--- src/rtl/tdts_pkg.sv ---
// Shared types and constants of the tick-driven task scheduler.
// No dependencies; every other file of the block imports this package.
package tdts_pkg;

  // Fixed field widths of the channels.
  localparam int unsigned IN_SLOT_W  = 3;
  localparam int unsigned OUT_SLOT_W = 3;
  localparam int unsigned IN_CNT_W   = 16;
  localparam int unsigned PRIO_W     = 16;
  localparam int unsigned LFSR_W     = 16;
  localparam int unsigned CFG_IDX_W  = 2;
  localparam int unsigned CFG_DATA_W = 16;

  // Opcodes of an input word.
  localparam logic OP_LOAD = 1'b0;
  localparam logic OP_TICK = 1'b1;

  // Configuration register indexes.
  localparam logic [CFG_IDX_W-1:0] CFG_POLICY = 2'd0;
  localparam logic [CFG_IDX_W-1:0] CFG_SEED   = 2'd1;
  localparam logic [CFG_IDX_W-1:0] CFG_MASK   = 2'd2;

  // Policy codes.
  localparam logic POLICY_SJF  = 1'b0;
  localparam logic POLICY_PRIO = 1'b1;

  // Galois right-shift LFSR taps, x^16+x^14+x^13+x^11+1.
  localparam logic [LFSR_W-1:0] LFSR_TAPS  = 16'hB400;
  localparam logic [LFSR_W-1:0] LFSR_RESET = 16'h0001;
  localparam logic [LFSR_W-1:0] MASK_RESET = 16'h000F;

  // Saturated counter sum code meaning "two or more".
  localparam logic [1:0] SUM_MANY = 2'd2;

  // Write command broadcast to every cell of the chain.
  typedef enum logic [1:0] {
    CELL_NONE,
    CELL_LOAD,
    CELL_REFILL,
    CELL_DEC
  } cell_op_e;

  // Control word broadcast to the cells.
  typedef struct packed {
    cell_op_e op;
    logic     policy;
  } cell_ctl_t;

  // Status handed from one cell to the next during a scan.
  typedef struct packed {
    logic       found;
    logic       run_zero;
    logic [1:0] sum;
  } scan_flags_t;

endpackage

--- src/rtl/tdts_if.sv ---
// Handshake channels of the task scheduler: input words, result words and
// configuration writes. Depends on tdts_pkg for the field widths.

interface tdts_in_if import tdts_pkg::*; ();
  logic                 valid;
  logic                 ready;
  logic                 opcode;
  logic [IN_SLOT_W-1:0] slot_index;
  logic [IN_CNT_W-1:0]  slot_counter;
  logic [PRIO_W-1:0]    slot_priority;

  modport source (output valid, opcode, slot_index, slot_counter, slot_priority,
                  input ready);
  modport sink   (input valid, opcode, slot_index, slot_counter, slot_priority,
                  output ready);
endinterface

interface tdts_out_if import tdts_pkg::*; ();
  logic                  valid;
  logic                  ready;
  logic [OUT_SLOT_W-1:0] running_task;
  logic                  switched;
  logic                  refilled;

  modport source (output valid, running_task, switched, refilled, input ready);
  modport sink   (input valid, running_task, switched, refilled, output ready);
endinterface

interface tdts_cfg_if import tdts_pkg::*; ();
  logic                  valid;
  logic                  ready;
  logic [CFG_IDX_W-1:0]  index;
  logic [CFG_DATA_W-1:0] data;

  modport source (output valid, index, data, input ready);
  modport sink   (input valid, index, data, output ready);
endinterface

--- src/rtl/tdts_cell.sv ---
// One task slot of the scheduler chain: its counter and priority, and one
// registered step of the sum and pick scan. Depends on tdts_pkg.
module tdts_cell import tdts_pkg::*; #(
  parameter int unsigned TASK_SLOTS = 8,
  parameter int unsigned COUNT_BITS = 16,
  parameter int unsigned CELL_ID    = 1,
  localparam int unsigned SLOT_W    = $clog2(TASK_SLOTS)
) (
  input  logic                  clk_i,
  input  logic                  rst_ni,
  // Broadcast write command and running slot.
  input  cell_ctl_t             ctl_i,
  input  logic [SLOT_W-1:0]     wr_slot_i,
  input  logic [COUNT_BITS-1:0] wr_cnt_i,
  input  logic [PRIO_W-1:0]     wr_prio_i,
  input  logic [SLOT_W-1:0]     run_slot_i,
  // Scan data from the previous cell.
  input  scan_flags_t           flags_i,
  input  logic [SLOT_W-1:0]     best_slot_i,
  input  logic [COUNT_BITS-1:0] best_cnt_i,
  input  logic [PRIO_W-1:0]     best_prio_i,
  // Scan data to the next cell.
  output scan_flags_t           flags_o,
  output logic [SLOT_W-1:0]     best_slot_o,
  output logic [COUNT_BITS-1:0] best_cnt_o,
  output logic [PRIO_W-1:0]     best_prio_o
);

  localparam logic [SLOT_W-1:0] MY_SLOT = SLOT_W'(CELL_ID);

  logic [COUNT_BITS-1:0] cnt_q, cnt_d;
  logic [PRIO_W-1:0]     prio_q, prio_d;
  scan_flags_t           flags_q, flags_d;
  logic [SLOT_W-1:0]     best_slot_q, best_slot_d;
  logic [COUNT_BITS-1:0] best_cnt_q, best_cnt_d;
  logic [PRIO_W-1:0]     best_prio_q, best_prio_d;

  logic       hit;
  logic       nz;
  logic       better;
  logic       take;
  logic [1:0] own_sum;
  logic [2:0] sum_w;

  assign hit = (wr_slot_i == MY_SLOT);

  // Slot state update from the broadcast command.
  always_comb begin
    cnt_d  = cnt_q;
    prio_d = prio_q;
    case (ctl_i.op)
      CELL_LOAD: begin
        if (hit) begin
          cnt_d  = wr_cnt_i;
          prio_d = wr_prio_i;
        end
      end
      CELL_REFILL: begin
        if (hit) begin
          cnt_d = wr_cnt_i;
        end
      end
      CELL_DEC: begin
        if (hit && (cnt_q != '0)) begin
          cnt_d = cnt_q - COUNT_BITS'(1);
        end
      end
      default: ;
    endcase
  end

  // Scan step: this slot replaces the best so far only when strictly better,
  // so the lowest slot wins a tie.
  assign nz     = (cnt_q != '0);
  assign better = (ctl_i.policy == POLICY_PRIO) ? (prio_q > best_prio_i)
                                                : (cnt_q < best_cnt_i);
  assign take   = nz && (!flags_i.found || better);

  // Counter sum saturated at two, which is all the refill test needs.
  assign own_sum = !nz ? 2'd0 : ((cnt_q == COUNT_BITS'(1)) ? 2'd1 : SUM_MANY);
  assign sum_w   = {1'b0, flags_i.sum} + {1'b0, own_sum};

  always_comb begin
    flags_d.found    = flags_i.found || nz;
    flags_d.run_zero = flags_i.run_zero || ((run_slot_i == MY_SLOT) && !nz);
    flags_d.sum      = (sum_w >= 3'd2) ? SUM_MANY : sum_w[1:0];
    best_slot_d      = take ? MY_SLOT : best_slot_i;
    best_cnt_d       = take ? cnt_q   : best_cnt_i;
    best_prio_d      = take ? prio_q  : best_prio_i;
  end

  always_ff @(posedge clk_i or negedge rst_ni) begin
    if (!rst_ni) begin
      cnt_q   <= '0;
      prio_q  <= '0;
      flags_q <= '0;
    end else begin
      cnt_q   <= cnt_d;
      prio_q  <= prio_d;
      flags_q <= flags_d;
    end
  end

  always_ff @(posedge clk_i) begin
    best_slot_q <= best_slot_d;
    best_cnt_q  <= best_cnt_d;
    best_prio_q <= best_prio_d;
  end

  assign flags_o     = flags_q;
  assign best_slot_o = best_slot_q;
  assign best_cnt_o  = best_cnt_q;
  assign best_prio_o = best_prio_q;

endmodule

--- src/rtl/tick_driven_task_scheduler_core.sv ---
// Load word: result registered in the cycle after acceptance; loads go one per cycle
// while the output is not stalled. Tick word: sum scan, then refill and pick scan when
// the counters are refilled, then decrement of the running counter, final pick scan
// and result; each scan waits for the cell chain, and the refill writes one slot per cycle.
// Reset: all counters and priorities zero, idle slot running, LFSR 1, mask 15, SJF.
// Depends on tdts_pkg, tdts_if and tdts_cell.
module tick_driven_task_scheduler_core import tdts_pkg::*; #(
  parameter int unsigned TASK_SLOTS = 8,
  parameter int unsigned COUNT_BITS = 16
) (
  input  logic      clk_i,
  input  logic      rst_ni,
  tdts_in_if.sink   in_i,
  tdts_out_if.source out_o,
  tdts_cfg_if.sink  cfg_i
);

  localparam int unsigned SLOT_W = $clog2(TASK_SLOTS);
  localparam int unsigned RW     = (COUNT_BITS > 17) ? COUNT_BITS : 17;
  localparam logic [SLOT_W-1:0] LAST_SLOT = SLOT_W'(TASK_SLOTS - 1);
  localparam logic [RW-1:0]     CNT_LIMIT = RW'((64'd1 << COUNT_BITS) - 64'd1);

  // Sequencer states.
  localparam logic [2:0] ST_IDLE   = 3'd0;
  localparam logic [2:0] ST_SUM    = 3'd1;
  localparam logic [2:0] ST_REFILL = 3'd2;
  localparam logic [2:0] ST_PICK   = 3'd3;
  localparam logic [2:0] ST_STEP   = 3'd4;
  localparam logic [2:0] ST_FINAL  = 3'd5;
  localparam logic [2:0] ST_OUT    = 3'd6;

  logic [2:0]        state_q, state_d;
  logic [SLOT_W-1:0] step_q, step_d;
  logic [SLOT_W-1:0] running_q, running_d;
  logic [SLOT_W-1:0] before_q, before_d;
  logic              refilled_q, refilled_d;
  logic              policy_q, policy_d;
  logic [LFSR_W-1:0] lfsr_q, lfsr_d;
  logic [LFSR_W-1:0] mask_q, mask_d;

  logic                  out_valid_q, out_valid_d;
  logic [OUT_SLOT_W-1:0] out_run_q, out_run_d;
  logic                  out_sw_q, out_sw_d;
  logic                  out_rf_q, out_rf_d;

  logic in_fire;
  logic cfg_fire;
  logic scan_done;
  logic load_hit;

  // Broadcast command to the chain.
  cell_ctl_t             ctl;
  logic [SLOT_W-1:0]     wr_slot;
  logic [COUNT_BITS-1:0] wr_cnt;
  logic [PRIO_W-1:0]     wr_prio;

  // Refill value generation.
  logic [LFSR_W-1:0] lfsr_nxt;
  logic [16:0]       rnd_sum;
  logic [RW-1:0]     rnd_ext;
  logic [COUNT_BITS-1:0] refill_val;

  // Chain links; entry 0 is the empty start of the scan.
  scan_flags_t           ch_flags [TASK_SLOTS];
  logic [SLOT_W-1:0]     ch_slot  [TASK_SLOTS];
  logic [COUNT_BITS-1:0] ch_cnt   [TASK_SLOTS];
  logic [PRIO_W-1:0]     ch_prio  [TASK_SLOTS];

  assign ch_flags[0] = '0;
  assign ch_slot[0]  = '0;
  assign ch_cnt[0]   = '0;
  assign ch_prio[0]  = '0;

  // Row of slot cells, one per task slot other than the idle slot.
  for (genvar k = 1; k < TASK_SLOTS; k++) begin : g_cell
    tdts_cell #(
      .TASK_SLOTS (TASK_SLOTS),
      .COUNT_BITS (COUNT_BITS),
      .CELL_ID    (k)
    ) u_cell (
      .clk_i       (clk_i),
      .rst_ni      (rst_ni),
      .ctl_i       (ctl),
      .wr_slot_i   (wr_slot),
      .wr_cnt_i    (wr_cnt),
      .wr_prio_i   (wr_prio),
      .run_slot_i  (running_q),
      .flags_i     (ch_flags[k-1]),
      .best_slot_i (ch_slot[k-1]),
      .best_cnt_i  (ch_cnt[k-1]),
      .best_prio_i (ch_prio[k-1]),
      .flags_o     (ch_flags[k]),
      .best_slot_o (ch_slot[k]),
      .best_cnt_o  (ch_cnt[k]),
      .best_prio_o (ch_prio[k])
    );
  end

  // Handshakes.
  assign in_i.ready  = (state_q == ST_IDLE) && (!out_valid_q || out_o.ready);
  assign in_fire     = in_i.valid && in_i.ready;
  assign cfg_i.ready = 1'b1;
  assign cfg_fire    = cfg_i.valid;

  assign out_o.valid        = out_valid_q;
  assign out_o.running_task = out_run_q;
  assign out_o.switched     = out_sw_q;
  assign out_o.refilled     = out_rf_q;

  // The chain output reflects the state once the step counter reaches the last slot.
  assign scan_done = (step_q == LAST_SLOT);
  assign load_hit  = (in_i.slot_index != '0) && (32'(in_i.slot_index) < TASK_SLOTS);

  // Next random value and the saturated refill count.
  assign lfsr_nxt   = (lfsr_q >> 1) ^ (lfsr_q[0] ? LFSR_TAPS : '0);
  assign rnd_sum    = {1'b0, lfsr_nxt & mask_q} + 17'd1;
  assign rnd_ext    = RW'(rnd_sum);
  assign refill_val = (rnd_ext > CNT_LIMIT) ? COUNT_BITS'(CNT_LIMIT) : COUNT_BITS'(rnd_ext);

  // Configuration registers; a seed of zero loads as one.
  always_comb begin
    policy_d = policy_q;
    mask_d   = mask_q;
    lfsr_d   = (state_q == ST_REFILL) ? lfsr_nxt : lfsr_q;
    if (cfg_fire) begin
      case (cfg_i.index)
        CFG_POLICY: policy_d = cfg_i.data[0];
        CFG_SEED:   lfsr_d   = (cfg_i.data == '0) ? LFSR_RESET : cfg_i.data;
        CFG_MASK:   mask_d   = cfg_i.data;
        default: ;
      endcase
    end
  end

  // Sequencer for load and tick words.
  always_comb begin
    state_d     = state_q;
    step_d      = step_q;
    running_d   = running_q;
    before_d    = before_q;
    refilled_d  = refilled_q;
    out_valid_d = out_valid_q && !out_o.ready;
    out_run_d   = out_run_q;
    out_sw_d    = out_sw_q;
    out_rf_d    = out_rf_q;
    ctl.op      = CELL_NONE;
    ctl.policy  = policy_q;
    wr_slot     = '0;
    wr_cnt      = '0;
    wr_prio     = '0;

    case (state_q)
      ST_IDLE: begin
        if (in_fire) begin
          if (in_i.opcode == OP_LOAD) begin
            if (load_hit) begin
              ctl.op  = CELL_LOAD;
              wr_slot = SLOT_W'(in_i.slot_index);
              wr_cnt  = COUNT_BITS'(in_i.slot_counter);
              wr_prio = in_i.slot_priority;
            end
            out_valid_d = 1'b1;
            out_run_d   = OUT_SLOT_W'(running_q);
            out_sw_d    = 1'b0;
            out_rf_d    = 1'b0;
          end else begin
            before_d   = running_q;
            refilled_d = 1'b0;
            step_d     = '0;
            state_d    = ST_SUM;
          end
        end
      end
      ST_SUM: begin
        if (scan_done) begin
          if (ch_flags[TASK_SLOTS-1].sum != SUM_MANY) begin
            refilled_d = 1'b1;
            step_d     = SLOT_W'(1);
            state_d    = ST_REFILL;
          end else begin
            state_d = ST_STEP;
          end
        end else begin
          step_d = step_q + SLOT_W'(1);
        end
      end
      ST_REFILL: begin
        // One slot per cycle, in slot order, LFSR advancing each time.
        ctl.op  = CELL_REFILL;
        wr_slot = step_q;
        wr_cnt  = refill_val;
        if (step_q == LAST_SLOT) begin
          step_d  = '0;
          state_d = ST_PICK;
        end else begin
          step_d = step_q + SLOT_W'(1);
        end
      end
      ST_PICK: begin
        if (scan_done) begin
          if (ch_flags[TASK_SLOTS-1].found) begin
            running_d = ch_slot[TASK_SLOTS-1];
          end
          state_d = ST_STEP;
        end else begin
          step_d = step_q + SLOT_W'(1);
        end
      end
      ST_STEP: begin
        if (running_q != '0) begin
          ctl.op  = CELL_DEC;
          wr_slot = running_q;
        end
        step_d  = '0;
        state_d = ST_FINAL;
      end
      ST_FINAL: begin
        // Pick when idle runs or the running counter has reached zero.
        if (scan_done) begin
          if (ch_flags[TASK_SLOTS-1].found &&
              ((running_q == '0) || ch_flags[TASK_SLOTS-1].run_zero)) begin
            running_d = ch_slot[TASK_SLOTS-1];
          end
          state_d = ST_OUT;
        end else begin
          step_d = step_q + SLOT_W'(1);
        end
      end
      ST_OUT: begin
        if (!out_valid_q || out_o.ready) begin
          out_valid_d = 1'b1;
          out_run_d   = OUT_SLOT_W'(running_q);
          out_sw_d    = (running_q != before_q);
          out_rf_d    = refilled_q;
          state_d     = ST_IDLE;
        end
      end
      default: begin
        state_d = ST_IDLE;
      end
    endcase
  end

  always_ff @(posedge clk_i or negedge rst_ni) begin
    if (!rst_ni) begin
      state_q     <= ST_IDLE;
      step_q      <= '0;
      running_q   <= '0;
      before_q    <= '0;
      refilled_q  <= 1'b0;
      policy_q    <= POLICY_SJF;
      lfsr_q      <= LFSR_RESET;
      mask_q      <= MASK_RESET;
      out_valid_q <= 1'b0;
    end else begin
      state_q     <= state_d;
      step_q      <= step_d;
      running_q   <= running_d;
      before_q    <= before_d;
      refilled_q  <= refilled_d;
      policy_q    <= policy_d;
      lfsr_q      <= lfsr_d;
      mask_q      <= mask_d;
      out_valid_q <= out_valid_d;
    end
  end

  always_ff @(posedge clk_i) begin
    out_run_q <= out_run_d;
    out_sw_q  <= out_sw_d;
    out_rf_q  <= out_rf_d;
  end

  // A tick word always starts a fresh sum scan.
  a_tick_starts_scan: assert property (@(posedge clk_i) disable iff (!rst_ni)
    in_fire && (in_i.opcode == OP_TICK) |=> (state_q == ST_SUM) && (step_q == '0))
    else $error("tick accepted without starting a sum scan");

  // The refill never writes the idle slot.
  a_refill_not_idle: assert property (@(posedge clk_i) disable iff (!rst_ni)
    (state_q == ST_REFILL) |-> (step_q != '0))
    else $error("refill addressed the idle slot");

  // After a refill every counter is non-zero, so the pick must find a task.
  a_refill_pick_found: assert property (@(posedge clk_i) disable iff (!rst_ni)
    (state_q == ST_PICK) && scan_done |-> ch_flags[TASK_SLOTS-1].found)
    else $error("pick after refill found no task");

  // The running task changes only at the end of a pick scan.
  a_running_change: assert property (@(posedge clk_i) disable iff (!rst_ni)
    (running_q != $past(running_q)) |->
      (($past(state_q) == ST_PICK) || ($past(state_q) == ST_FINAL)))
    else $error("running task changed outside a pick");

endmodule
--- src/flat_wrapper.sv ---
// flat-port wrapper written by rule: the top's interface ports become plain ports
module tick_driven_task_scheduler_core_flat import tdts_pkg::*;
#(
  parameter int unsigned TASK_SLOTS = 8,
  parameter int unsigned COUNT_BITS = 16
)
  (clk_i, rst_ni, in_i_valid, in_i_opcode, in_i_slot_index, in_i_slot_counter, in_i_slot_priority, in_i_ready, out_o_valid, out_o_running_task, out_o_switched, out_o_refilled, out_o_ready, cfg_i_valid, cfg_i_index, cfg_i_data, cfg_i_ready);
  tdts_in_if in_i_i ();
  tdts_out_if out_o_i ();
  tdts_cfg_if cfg_i_i ();
  input  logic clk_i;
  input  logic rst_ni;
  input wire logic [$bits(in_i_i.valid)-1:0] in_i_valid;
  input wire logic [$bits(in_i_i.opcode)-1:0] in_i_opcode;
  input wire logic [$bits(in_i_i.slot_index)-1:0] in_i_slot_index;
  input wire logic [$bits(in_i_i.slot_counter)-1:0] in_i_slot_counter;
  input wire logic [$bits(in_i_i.slot_priority)-1:0] in_i_slot_priority;
  output wire logic [$bits(in_i_i.ready)-1:0] in_i_ready;
  output wire logic [$bits(out_o_i.valid)-1:0] out_o_valid;
  output wire logic [$bits(out_o_i.running_task)-1:0] out_o_running_task;
  output wire logic [$bits(out_o_i.switched)-1:0] out_o_switched;
  output wire logic [$bits(out_o_i.refilled)-1:0] out_o_refilled;
  input wire logic [$bits(out_o_i.ready)-1:0] out_o_ready;
  input wire logic [$bits(cfg_i_i.valid)-1:0] cfg_i_valid;
  input wire logic [$bits(cfg_i_i.index)-1:0] cfg_i_index;
  input wire logic [$bits(cfg_i_i.data)-1:0] cfg_i_data;
  output wire logic [$bits(cfg_i_i.ready)-1:0] cfg_i_ready;
  assign in_i_i.valid = in_i_valid;
  assign in_i_i.opcode = in_i_opcode;
  assign in_i_i.slot_index = in_i_slot_index;
  assign in_i_i.slot_counter = in_i_slot_counter;
  assign in_i_i.slot_priority = in_i_slot_priority;
  assign in_i_ready = in_i_i.ready;
  assign out_o_valid = out_o_i.valid;
  assign out_o_running_task = out_o_i.running_task;
  assign out_o_switched = out_o_i.switched;
  assign out_o_refilled = out_o_i.refilled;
  assign out_o_i.ready = out_o_ready;
  assign cfg_i_i.valid = cfg_i_valid;
  assign cfg_i_i.index = cfg_i_index;
  assign cfg_i_i.data = cfg_i_data;
  assign cfg_i_ready = cfg_i_i.ready;
  tick_driven_task_scheduler_core #(.TASK_SLOTS(TASK_SLOTS), .COUNT_BITS(COUNT_BITS)) u_core (.clk_i(clk_i), .rst_ni(rst_ni), .in_i(in_i_i), .out_o(out_o_i), .cfg_i(cfg_i_i));
endmodule
--- config.mk ---
export PLATFORM = sky130hd
export DESIGN_NAME = tick_driven_task_scheduler_core_flat
export DESIGN_NICKNAME = d
export VERILOG_FILES = /design/src/rtl/tdts_pkg.sv /design/src/rtl/tdts_if.sv /design/src/rtl/tdts_cell.sv /design/src/rtl/tick_driven_task_scheduler_core.sv /design/src/flat_wrapper.sv
export SDC_FILE = /design/constraint.sdc
export NUM_CORES = 1
export LEC_CHECK = 0
export BUFFER_PORTS_ARGS = -buffer_cell sky130_fd_sc_hd__buf_2
export CAP_MARGIN = 30
export CORE_UTILIZATION = 55
export CTS_BUF_LIST = sky130_fd_sc_hd__clkbuf_4 sky130_fd_sc_hd__clkbuf_8 sky130_fd_sc_hd__clkbuf_16
export DETAILED_ROUTE_END_ITERATION = 10
export PLACE_DENSITY = 0.71
export SLEW_MARGIN = 10
export SYNTH_ARGS = -nofsm -noshare
export SYNTH_HDL_FRONTEND = slang
export SYNTH_SLANG_ARGS = --single-unit
--- constraint.sdc ---
create_clock -name clk_i -period 7.09 [get_ports clk_i]
set_input_delay 1.0635 -clock clk_i [delete_from_list [all_inputs] [get_ports clk_i]]
set_output_delay 1.0635 -clock clk_i [all_outputs]
set_load 0.005 [all_outputs]
======== Yosys cells after proc, flatten, opt, wreduce, memory -nomap -nowiden ========
Index checks and enable logic that the tools add are counted.
operators by class
  reductions and logical operators ........ 101
  bitwise gates (word level) .............. 2
  magnitude comparators ................... 20
  equality and inequality tests ........... 62
  mux-type cells .......................... 123
  add/subtract/negate cells ............... 15
operator list
  kind                     number
  $mux W16                 37
  $pmux W16 S2             8
  $eq A16 B1 Y1 const B    7
  $reduce_bool A16 Y1      7
  $sub A16 B1 Y16 const B  7
  $gt A16 B16 Y1           6
  $lt A16 B16 Y1           6
  $mux W3                  25
  $mux W2                  24
  $eq A3 B3 Y1 const B     12
  $ne A2 B1 Y1 const B     15
  $logic_and A1 B1 Y1      24
  $ne A2 B2 Y1 const B     12
  $reduce_and A3 Y1        8
  $pmux W3 S7              1
  $logic_or A1 B1 Y1       20
  $mux W1                  19
  $add A2 B2 Y3            6
  $eq A3 B2 Y1 const B     6
  $ge A3 B2 Y1 const B     6
  $reduce_and A2 Y1        9
  $add A16 B1 Y17 const B  1
  $gt A17 B16 Y1 const B   1
  $and A16 B16 Y16         1
  24 further kinds         55
storage, ports and cells
  logic and storage cells ................. 389
  bits of input ports ..................... 59
  register bits after elaboration ......... 513
  output and inout bits ................... 8

======== Depth between registers and ports, before layout ========
Gate-level depths: netlist (run 1).
  depth after elaboration ................. 10
  depth in mapped cells ................... 17
  mapped depth without buffers ............ 12

======== Modules after synthesis ========
Synthesis (run 1) repeated with hierarchy kept, for this count alone.
second synthesis, totals
  cells, all modules ...................... 3059
  area, all modules ....................... 30893.4 um^2
by module, submodules not included
  module                                   cells an instance  instances  area each (um^2)  sequential area each (um^2)
  tdts_cell (u_core.g_cell[3].u_cell ...)  384                2          3920.0            1601.5
  tdts_cell (u_core.g_cell[6].u_cell)      381                1          3960.0            1601.5
  tdts_cell (u_core.g_cell[2].u_cell)      386                1          3915.0            1601.5
  tdts_cell (u_core.g_cell[7].u_cell)      382                1          3908.7            1601.5
  tdts_cell (u_core.g_cell[1].u_cell)      376                1          3890.0            1601.5
  tdts_cell (u_core.g_cell[4].u_cell)      383                1          3847.4            1601.5
  tick_driven_task_scheduler_core          383                1          3532.1            1332.5

======== Least setup slack after synthesis (run 1) ========
Ideal clock, no wire load.
  path kind ............................... in2reg
  start ................................... input port in_i_opcode
  end ..................................... register u_core.g_cell[6].u_cell.cnt_q[7]
  setup time .............................. 0.126 ns
  required time ........................... 6.964 ns
  arrival ................................. 4.612 ns
  cell stages on the path ................. 16
  slack ................................... 2.352 ns
  buffers on the path ..................... 4
  path through ............................ or4b_1 -> nor4_1 -> clkbuf_1 -> clkbuf_1 -> nor2_1 -> inv_1 -> ha_1 -> clkinv_1 -> nand2_1 -> nor2_1 -> a31oi_1 -> and2_1 -> clkbuf_1 -> buf_2 -> nor2_1 -> a221o_1
between the ends
  longest elaborated chain between the ends .. 7
  elaborated cells on any way between the ends .. 21
  classes of those cells .................. 6 x eq/ne; 11 x mux; 4 x reduce/logical
ends and longest elaborated chain
  what                                                                      RTL line                                text
  from (decl)                                                               flat_wrapper.sv:14                      input wire logic [$bits(in_i_i.opcode)-1:0] in_i_opcode;
  $mux W2 or $mux W3 (tied branches)                                        tick_driven_task_scheduler_core.sv:155  if (in_i.opcode == OP_LOAD) begin
  $mux W2 or $mux W3 (tied branches)                                        tick_driven_task_scheduler_core.sv:154  if (in_fire) begin
  $pmux W2 S3 or $pmux W3 S3 (tied branches)                                tick_driven_task_scheduler_core.sv:152  case (state_q)
  $eq A2 B2 Y1 (tied with other cells)                                      tdts_cell.sv:51                         case (ctl_i.op)
  $reduce_or A2 Y1 (no source line) or $logic_and A1 B1 Y1 (tied branches)  -
  $ne A2 B1 Y1 (no source line) (tied with other cells)                     -
  $reduce_and A3 Y1 (no source line)                                        -
  to (signal assigned)                                                      tdts_cell.sv:98                         cnt_q <= cnt_d;
  to (decl)                                                                 tdts_cell.sv:31                         logic [COUNT_BITS-1:0] cnt_q, cnt_d;
Several ways; a longest one is shown, not always the timed one. The select of a mux whose other input is x is not followed.
A chain may end at the register's enable or synchronous reset.

======== Final worst setup path (run 1) ========
  start ................................... register u_core.state_q[1]
  end ..................................... register u_core.g_cell[7].u_cell.cnt_q[9]
between the ends
  longest elaborated chain between the ends .. 9
  elaborated cells on any way between the ends .. 23
  classes of those cells .................. 8 x eq/ne; 8 x mux; 7 x reduce/logical
ends and longest elaborated chain
  what                                                                      RTL line                                                                        text
  from (decl)                                                               tick_driven_task_scheduler_core.sv:32                                           logic [2:0] state_q, state_d;
  from (signal assigned)                                                    tick_driven_task_scheduler_core.sv:256                                          state_q <= state_d;
  $logic_not A3 Y1                                                          tick_driven_task_scheduler_core.sv:100, tick_driven_task_scheduler_core.sv:152
  $logic_and A1 B1 Y1                                                       tick_driven_task_scheduler_core.sv:100                                          assign in_i.ready = (state_q == ST_IDLE) && (!out_valid_q || out_o.ready);
  $logic_and A1 B1 Y1                                                       tick_driven_task_scheduler_core.sv:101                                          assign in_fire = in_i.valid && in_i.ready;
  $mux W2 or $mux W3 (tied branches)                                        tick_driven_task_scheduler_core.sv:154
  $pmux W2 S3 or $pmux W3 S3 (tied branches)                                tick_driven_task_scheduler_core.sv:152
  $eq A2 B2 Y1 (tied with other cells)                                      tdts_cell.sv:51
  $reduce_or A2 Y1 (no source line) or $logic_and A1 B1 Y1 (tied branches)  -
  $ne A2 B1 Y1 (no source line) (tied with other cells)                     -
  $reduce_and A3 Y1 (no source line)                                        -
  to (signal assigned)                                                      tdts_cell.sv:98
  to (decl)                                                                 tdts_cell.sv:31
Several ways; a longest one is shown, not always the timed one. The select of a mux whose other input is x is not followed.

==> flow_summary.toml, run 1 <==
[floorplanning]
dieArea_mm2 = 0.0500
die_y_um = 224
core_area_mm2 = 0.0480
io_pins = 67
rows = 80
die_width_um = 224
start_util_pct = 56.2

[grt]
grt_pass1_wl_mm = 117
antenna_found_initial = 4
grt_usage_pct = 29.8
overflow = 0
grt_pass1_vias = 20736
grt_max_degree = 116

[timing]
max_clock_freq_ghz = 0.197
fin_crit_sh_pct = 71.6
setup_viol_count_final = 0
rsz0062_at_grt = "false"
skew_ns = 0.0226
tightestPinTransition_ns = 1.03
drv_slew = 0
relSlewSlack_pct = 31.1
tns_ns = 0
hold_viol_final = 0
period_minus_slack_ns = 5.08

[detailed_routing]
vias = 21672
finalWirelength_mm = 74.3
drc = 0
wl_per_cell_um = 21.0
first_pass_iters = 6
viasPerCell = 6.13
ant_nets = 0
drt-initial-drc-count = 1987

[job]
drv_cap = 0

[layout]
drive_gt1_share_pct = 15.1
final_common_cell = "dfrtp_1"
nNetsFinal = 3149
design_area_mm2 = 0.0300
area_growth_pct = 10.9
seqCellArea_mm2 = 0.0118
multi_input_area_mm2 = 0.0138
layout_common_cells = "294 x dfrtp_1, 267 x nand2_1, 259 x o21ai_0"
fill_cells = 3978

[clocking]
post_cts_buffers = 0
cts_tree = "built"
hold_buffers = 0
cts.path.max_buffers = 3
ctsHtreeMaxLevel = 2
clk_pin_slew_ns = 0.06
cts.repair.resized = 0
cts_buffers = 55
clk_latency_ns = 0.62
clock_sinks = 513
root_buffer = "clkbuf_16"

[critical_path]
crit_required_ns = 7.58
end_kind = "flip-flop"
path_max_fanout = 30
path_class = "flip-flop to flip-flop"
crit_arrival_ns = 5.57
cp-start-kind = "flip-flop"

[logic_synthesis]
synthFlopType = "dfrtp_1"
async_flop_share_pct = 58.3
synthDistinctLibCells = 91
postSynthAreaPerCell_um2 = 9.51
synthCells = 2840
synth-edff-count = 5
synth_area_mm2 = 0.0270
yosys_warnings = 0
ys_seq_area_share_pct = 43.8
ys_top_cells_by_area = "dfrtp_1 27%, dfxtp_1 15%, ha_1 9.9%"
synth.ff_latch_count = 513
synth.largest_area_cell = "dfrtp_1"
yosysTopAreaCellShare_pct = 27.2
synth_nets = 3118

[worst_hold_path]
hold_path_class = "flip-flop to flip-flop"

[pwr]
power_mw = 10.3
p_leak_nw = 13.4
p_per_area_mw_per_mm2 = 343
vdd_drop_max_v = 0.000276

[placed_design]
place_area_mm2 = 0.0280
portBuffers = 65
dp_hpwl_mm = 54.3
place_congestion = 0.929

[status]
status = "finished clean"
sequential cells by signal, indices dropped and copies added (netlist names):
register / count
u_core.g_cell.u_cell.cnt_q: 112
u_core.mask_q: 16
u_core.g_cell.u_cell.best_prio_o: 96
u_core.lfsr_q: 16
u_core.out_o.valid: 1
u_core.refilled_q: 1
u_core.out_o.running_task: 3
u_core.state_q: 3
u_core.before_q: 3
u_core.out_o.switched: 1
u_core.out_o.refilled: 1
u_core.g_cell.u_cell.prio_q: 112
u_core.g_cell.u_cell.best_slot_o: 17
u_core.running_q: 3
u_core.step_q: 3
u_core.g_cell.u_cell.flags_o: 28
u_core.policy_q: 1
u_core.g_cell.u_cell.best_cnt_o: 96
synthesized netlist by cell type, types with 13 or more instances:
master,instances
clkbuf_1,111
nand4_1,41
a221o_1,43
a21o_1,22
nand2b_1,25
nor2_1,142
mux2_2,171
ha_1,213
dfrtp_1,294
nor2b_1,22
o31ai_1,26
o22ai_1,19
a211oi_1,19
a21oi_1,119
buf_2,16
and2_1,46
a211o_1,14
o21a_1,14
o21ai_0,259
nor3_1,48
dfxtp_1,209
nand2_1,267
a31oi_1,17
or4_1,16
mux2i_1,26
o221ai_1,13
o211ai_1,13
inv_1,230
xor2_1,14
or2_2,31
nor4_1,33
nand3_1,82
or3_1,35
kinds of logic after synthesis:
| kind of cell | Yosys count | share of synthesized area (%) |
|---|---|---|
| AO/OA/AOI/OAI | 680 | 16.2 |
| XOR/XNOR | 17 | 0.551 |
| adder cells (fa/ha/maj) | 219 | 10.3 |
| buffers and inverters | 366 | 5.30 |
| flip-flops | 513 | 43.8 |
| multiplexers | 197 | 8.09 |
| other | 1 | 0.0139 |
| AND/OR/NAND/NOR | 847 | 15.8 |
layer usage:
metal | up-vias | global-route usage (%) | part of all wire, %
met5 | - | 0 | 0
met4 | 0 | 12.2 | 3.4
met3 | 148 | 4.21 | 6.8
met2 | 821 | 44.8 | 44
met1 | 10477 | 43.1 | 46
li1 | 10226 | - | -
critical path, stage by stage, from the launching register on:
cell      delay [ns]
dfrtp_1         0.79
nand2b_1        0.25
nor2_1          0.05
o21ai_0         0.46
ha_1            0.85
clkinv_1        0.60
nand2_1         0.27
nor2_1          0.11
a31oi_1         0.21
o21a_1          0.79
o21ai_0         0.23
a221o_1         0.34
worst paths after layout:
kind                                                         from                                      to  slack, ns  cells past startpoint
min reg2reg                u_core.g_cell[2].u_cell.best_slot_o[0]  u_core.g_cell[3].u_cell.best_slot_o[0]       0.41                      1
max in group asynchronous                                  rst_ni      u_core.g_cell[4].u_cell.prio_q[12]       5.16                      3
max                                             u_core.state_q[1]        u_core.g_cell[7].u_cell.cnt_q[9]       2.01                     11
max reg2reg                                     u_core.state_q[1]        u_core.g_cell[7].u_cell.cnt_q[9]       2.01                     11
min                        u_core.g_cell[2].u_cell.best_slot_o[0]  u_core.g_cell[3].u_cell.best_slot_o[0]       0.41                      1
min in group asynchronous                                  rst_ni                       u_core.refilled_q       0.54                      1
layout make-up:
class	count	area share [%]
antenna	3	0.0251
inverter	232	2.91
clock inverter	20	0.672
tap	615	2.57
timing repair buffer	108	2.66
sequential	513	39.5
multi-input combinational	1961	46.1
clock buffer	84	5.63
metrics by stage:
stage	hold WS [ns]	setup WS (ns)	cells	utilization, %
after floorplan	0.386	2.35	2840	-
after global placement	0.386	1.58	3409	57.8
after detailed placement	0.387	1.50	3419	58.2
after CTS	0.413	1.94	3523	62.1
after global routing	0.434	1.75	3536	62.3
final	0.410	2.01	3536	62.3
where the power goes:
group          switching (mW)  total [mW]  internal [mW]
Clock                    1.20        2.93           1.72
Combinational            2.23        3.62           1.39
Sequential              0.421        3.72           3.30
Total                    3.85        10.3           6.42
No activity file was read; power rests on OpenSTA's default activity.
==> run 2, diff against run 1 <==
clock period = 4.9 ns   (was 7.09 ns; I/O delays follow)
==> flow_summary.toml, run 2 (same netlist as run 1, synthesis figures left out) <==
[timing]
skew_ns = 0.0194
rsz0062_at_grt = "false"
period_minus_slack_ns = 4.25
fin_crit_sh_pct = 86.8
max_clock_freq_ghz = 0.235
setup_viol_count_final = 0
tightestPinTransition_ns = 1.04
relSlewSlack_pct = 30.5
drv_slew = 0
hold_viol_final = 0
tns_ns = 0

[pwr]
p_clk_share_pct = 29.1
p_seq_share_pct = 35.5
intPower_mw = 9.46
switchingPower_mw = 5.59
p_leak_nw = 13.4
comb_power_share_pct = 35.4
p_per_area_mw_per_mm2 = 502
power_mw = 15.1
vdd_drop_max_v = 0.000401
switching_share_pct = 37.1

[layout]
layout_common_cells = "294 x dfrtp_1, 267 x nand2_1, 259 x o21ai_0"
top_regs = "u_core.g_cell.u_cell.cnt_q x112, u_core.g_cell.u_cell.prio_q x112"
fill_cells = 3901
area_growth_pct = 11.0
nNetsFinal = 3156
drive_gt1_share_pct = 15.2
final_common_cell = "dfrtp_1"

[clocking]
post_cts_buffers = 0
clk_pin_slew_ns = 0.06
clk_latency_ns = 0.61
cts_buffers = 55
cts.repair.resized = 0
hold_buffers = 0
root_buffer = "clkbuf_16"
clock_sinks = 513
cts_tree = "built"
cts.path.max_buffers = 3
ctsHtreeMaxLevel = 2

[critical_path]
ff2ff_path_depth = 12
cp-start-kind = "flip-flop"
end_kind = "flip-flop"
path_max_fanout = 21
rr_endpoint = "u_core.g_cell[5].u_cell.cnt_q[13]"
r2r_slack_ns = 0.65
crit_arrival_ns = 4.75
cp_top_family = "simple AND/OR/NAND/NOR gates"
cp_num_cells = 12
path_class = "flip-flop to flip-flop"
r2r_start = "u_core.state_q[2]"
worstSetupEndpoint = "u_core.g_cell[5].u_cell.cnt_q[13]"
crit_required_ns = 5.39
critical_path_buf_inv_count = 3
critPathLaunch = "u_core.state_q[2]"
worstPathCellList = "or4b_1 -> nor4_2 -> nor2_1 -> ha_1 -> buf_4 -> clkinv_1 -> nand2_1 -> nor2_1 -> a31oi_1 -> and2_1 -> buf_4 -> a221o_1"
slowest_stage = "or4b_1"
slowest_delay_ns = 0.66

[grt]
grt_max_degree = 106
antenna_found_initial = 4
overflow = 0
grt_pass1_vias = 20626
grt_pass1_wl_mm = 116
grt_usage_pct = 29.7

[detailed_routing]
ant_nets = 0
viasPerCell = 6.18
wl_per_cell_um = 20.9
first_pass_iters = 5
drt-initial-drc-count = 2282
finalWirelength_mm = 74.0
drc = 0
vias = 21867

[floorplanning]
start_util_pct = 56.2
die_y_um = 224
io_pins = 67
die_width_um = 224
core_area_mm2 = 0.0480
dieArea_mm2 = 0.0500
rows = 80

[placed_design]
dp_hpwl_mm = 53.4
place_congestion = 0.955
portBuffers = 65

[worst_hold_path]
hold_path_class = "input pin to async pin"

[status]
status = "finished clean"

[job]
drv_cap = 0
==> run 2: cell count changes in the layout (fill, tap and decap cells not counted), sizes merged <==
cell	before	now
bufinv	2	6
buf	107	114
diode	3	1
clkbuf	85	82
clkinv	17	11
clkinvlp	0	4
inv	233	232
==> run 2: per-layer routing <==
metal | up-vias | GRT usage [%] | routed length (um)
li1 | 10255 | - | -
met1 | 10548 | 42.3 | 33100
met2 | 890 | 45.7 | 32900
met3 | 172 | 4.85 | 5360
met4 | 2 | 10.7 | 2580
met5 | - | 0 | 13
==> run 2: how the worst min path moves through the flow <==
stage	slack, ns	cells past startpoint	endpoint
global route	0.24	1	u_core.refilled_q
floorplan	0.39	1	u_core.g_cell[6].u_cell.best_slot_o[1]
CTS	0.22	1	u_core.state_q[0]
global placement	0.39	1	u_core.g_cell[7].u_cell.best_slot_o[1]
detailed placement	0.40	1	u_core.g_cell[7].u_cell.best_slot_o[1]
finish	0.14	1	u_core.state_q[0]
==> run 2: final cells by class <==
class                   instances  area [um^2]  area share, %
multi-input cells            1961        13800           46.0
flip-flops and latches        513        11800           39.4
clock buffers                  81         1650           5.51
inverters                     232          871           2.90
repair buffers                115          796           2.65
well taps                     615          769           2.57
clock inverters                21          273          0.910
diodes                          1         2.50        0.00835
==> run 2: stage by stage <==
| stage | utilization [%] | hold WS [ns] | instances | area [um^2] | setup WS (ns) |
|---|---|---|---|---|---|
| after floorplan | - | 0.386 | 2840 | 27000 | 0.491 |
| after global placement | 58.2 | 0.391 | 3429 | 27900 | 0.707 |
| after detailed placement | 58.3 | 0.396 | 3432 | 28000 | 0.599 |
| after CTS | 62.3 | 0.216 | 3534 | 29900 | 0.776 |
| after global routing | 62.4 | 0.239 | 3539 | 30000 | 0.411 |
| final | 62.4 | 0.140 | 3539 | 30000 | 0.648 |
==> run 2: power by group through the flow <==
stage	clock network [mW]	registers, mW	logic, mW
final	4.38	5.34	5.33
after global routing	4.59	5.40	5.82
after CTS	4.43	5.32	5.23
after detailed placement	0	5.40	5.20
after global placement	0	5.37	4.95
after floorplan	0	5.16	3.80
